[src/rtl/bua_ram.sv]
// Generic single-write, single-read RAM with registered read data.
// Used for the unit bitmap; depends on nothing.
`default_nettype none

module bua_ram #(
  parameter int WIDTH = 64,
  parameter int DEPTH = 64
) (
  input  wire logic                       clk,
  input  wire logic                       we,
  input  wire logic [$clog2(DEPTH)-1:0]   waddr,
  input  wire logic [WIDTH-1:0]           wdata,
  input  wire logic [$clog2(DEPTH)-1:0]   raddr,
  output logic      [WIDTH-1:0]           rdata
);

  logic [WIDTH-1:0] mem [DEPTH];

  always_ff @(posedge clk) begin
    if (we) begin
      mem[waddr] <= wdata;
    end
    rdata <= mem[raddr];
  end

endmodule

`default_nettype wire

[config.mk]
export PLATFORM = sky130hd
export DESIGN_NAME = bua_ram
export DESIGN_NICKNAME = d
export VERILOG_FILES = /design/src/rtl/bua_ram.sv
export SDC_FILE = /design/constraint.sdc
export NUM_CORES = 2
export LEC_CHECK = 0
export ABC_CLOCK_PERIOD_IN_PS = 7600
export BUFFER_PORTS_ARGS = -buffer_cell sky130_fd_sc_hd__clkbuf_2
export CORE_MARGIN = 1
export CORE_UTILIZATION = 50
export CTS_CLUSTER_DIAMETER = 100
export DETAILED_ROUTE_END_ITERATION = 8
export GPL_TIMING_DRIVEN = 1
export PLACE_DENSITY = 0.65
export SYNTH_ARGS = -nofsm -noshare
export SYNTH_HDL_FRONTEND = slang
export SYNTH_SLANG_ARGS = --single-unit
[constraint.sdc]
create_clock -name clk -period 7.6 [get_ports clk]
set_clock_uncertainty 0.05 [all_clocks]
set_input_delay 0.76 -clock clk [delete_from_list [all_inputs] [get_ports clk]]
set_output_delay 0.76 -clock clk [all_outputs]
set_load 0.1 [all_outputs]
==> results.cfg <==
[global_route]
grt_pass1_wl_um = 581000
grt_max_degree = 108
grt_pass1_vias = 75200
grt_overflow = 0
antenna_found_initial = 24
grt_use_total = 0.264

[synth]
synth.cell_area_um2 = 156000
yosysWarnings = 0
synth_nets = 6676
netlist.area_leader.share = 0.787
synth.distinct_cells = 33
synth-seq-cells = 4160
ys_seq_area_frac = 0.795
synth_top_area_cell = edfxtp_1
synth_compound_area_frac = 0.0248
synth_top_family_by_area = multiplexers
synth_adder_area_share = 0
ys_top_cells_by_area = edfxtp_1 (79%), mux4_2 (15%), mux2i_1 (0.86%)
synthMuxAreaShare = 0.156
synthSimpleGateAreaFrac = 0.0124
avgSynthCellArea_um2 = 23.7
synthXorXnorAreaFrac = 0
syn_inst = 6598

[worst_hold_path]
hp-start = wdata[46]
hold_end = mem[38][46]
hold_depth = 1
hold_path.class = in -> reg

[worst_setup_path]
r2r_start = mem[59][11]
cp.required_ns = 8.37
crit_type = in -> reg
startpoint_type = input pin
r2r-end = rdata[11]
crit_fanout = 102
crit_arrival_ns = 4.17
reg2regPathDepth = 5
rrSetupSlack_ns = 5.33
cp-end-kind = flop

[route]
wl_um = 415000
drtIter0Drc = 10400
viasPerCell = 6.56
num_vias = 75100
ant_nets = 0
drc_errors = 0
wl_per_cell_um = 36.2
drt_first_pass_iters = 6

[pwr]
power-per-cell-area_nw_per_um2 = 272
peakVddDrop_uv = 257
p_leak_nw = 54.8

[cts]
clock-sinks = 4160
cts_tree = yes
path_clk_slew_ns = 0.06
cts_setup_buffers = 0
htreeDepth = 5
cts_resized = 0
clockBufferDepth = 4
clk_latency_ns = 0.97
root_buffer = clkbuf_16
cts_buffers = 409
postCtsHoldBufs = 0

[placement]
dp.final_hpwl_um = 215000
place_area_um2 = 163000
gp_congestion = 0.788
portBuffers = 141
place_inst = 10700

[floorplan]
core_region_area_um2 = 310000
initial_utilization = 0.505
die_w_um = 561
dieArea_um2 = 315000
row_count = 204
die_h_um = 561
io_pins = 142

[timing]
tightest_slew_ns = 1.40
hold_viol = 0
fin_crit_sh = 0.448
period_needed_ns = 3.40
slew_headroom = 0.0644
clock.fmax_mhz = 294
rsz0062_at_grt = no
slew_viol_final = 0
finalSetupViolations = 0
timing.setup.tns_ns = 0

[finish]
final_nets = 7053
final_cell_area_um2 = 176000
drive_gt1_frac = 0.279
stdcell_count = 11400
area_delta_synth_final_pct = 12.7

[run]
drv_cap = 0

[run_status]
outcome = finished clean
-- layout make-up --
class	count	area, um^2
inverter	19	71.3
antenna	14	35.0
sequential	4160	124000
timing repair buffer	336	2620
clock buffer	516	10800
tap	4120	5150
multi-input combinational	2049	30800
fill	22200	134000
clock inverter	235	2450
-- state kept, by name, indices dropped and copies added (netlist names) --
register	flops
rdata	64
mem	4096
-- stage by stage --
step | hold slack, ns | util | worst slack [ns] | total power [mW]
after floorplan | 0.738 | - | 1.35 | 27.5
after global placement | 0.779 | 0.526 | 3.19 | 28.5
after detailed placement | 0.793 | 0.526 | 3.25 | 28.5
after CTS | 0.315 | 0.568 | 4.30 | 48.2
after global routing | 0.140 | 0.568 | 4.14 | 49.2
final | 0.182 | 0.569 | 4.20 | 48.0
-- synth_stat cells, drive strengths merged --
master   number
a41oi        26
nand3        45
a2bb2oi      19
nand4         2
a22oi       168
a31oi        18
nand3b        2
inv          19
a211oi       63
nor2b        28
or3          29
buf         230
clkbuf      140
nand2        58
dfxtp        64
o22ai        83
or2          28
o221ai       38
nor2        112
edfxtp     4096
or3b          1
nor3          2
a31o          1
and3         64
mux4       1024
mux2i       135
and2          3
a22o         88
nand2b       11
nand4b        1
-- layer usage --
metal | vias to the layer above | GRT usage | wire length (um)
met5 | - | 0 | 31
met4 | 6 | 0.0778 | 12500
met3 | 671 | 0.0422 | 38900
met2 | 4094 | 0.428 | 203000
met1 | 41100 | 0.372 | 160000
li1 | 29300 | - | -
-- worst max-delay path by stage --
stage,from,to,cells past startpoint
floorplan,waddr[3],mem[48][0],4
global placement,raddr[1],rdata[12],6
detailed placement,raddr[1],rdata[12],6
CTS,raddr[1],rdata[12],6
global route,raddr[1],rdata[12],6
finish,raddr[2],rdata[30],8
-- cell families (layout without fill, tap and decap cells) --
kind of cell,Yosys count,in the layout
DFF,4160,4160
buffers and inverters,389,1106
other,0,14
and+or+nand+nor,386,386
muxes,1159,1159
AOI/OAI and AO/OA,504,504
-- critical path, stage by stage --
cell	delay, ns
buf_8	0.39
buf_12	0.52
buf_4	0.78
mux4_2	0.40
nor2b_1	0.14
a211oi_1	0.32
o22ai_1	0.24
and3_1	0.20
-- where the power goes --
group	total, mW	switching, mW	internal (mW)
Combinational	2.49	1.71	0.780
Sequential	25.5	0.120	25.4
Clock	19.9	8.69	11.2
Total	48.0	10.5	37.4
-- layout by cell type (no fill, tap or decap), types with 28 or more instances in the layout --
master     Yosys  layout
a22o_1        88      88
edfxtp_1    4096    4096
buf_12         0      34
clkinv_2       0      72
buf_4         34     162
clkbuf_16      0     409
mux4_2      1024    1024
a22oi_1      168     168
nand2_1       58      56
nand3_1       45      45
nor2_1       112      47
or3_1         29      29
clkbuf_2       0     137
bufinv_16      0      33
mux2i_1      135     135
clkbuf_1     140      91
nor2_4         0      65
a211oi_1      63      63
or2_2         28      28
and3_1        64      64
o22ai_1       83      83
o221ai_1      38      38
clkinv_1       0      87
dfxtp_1       64      64
Power figures use the tool's default switching activity.
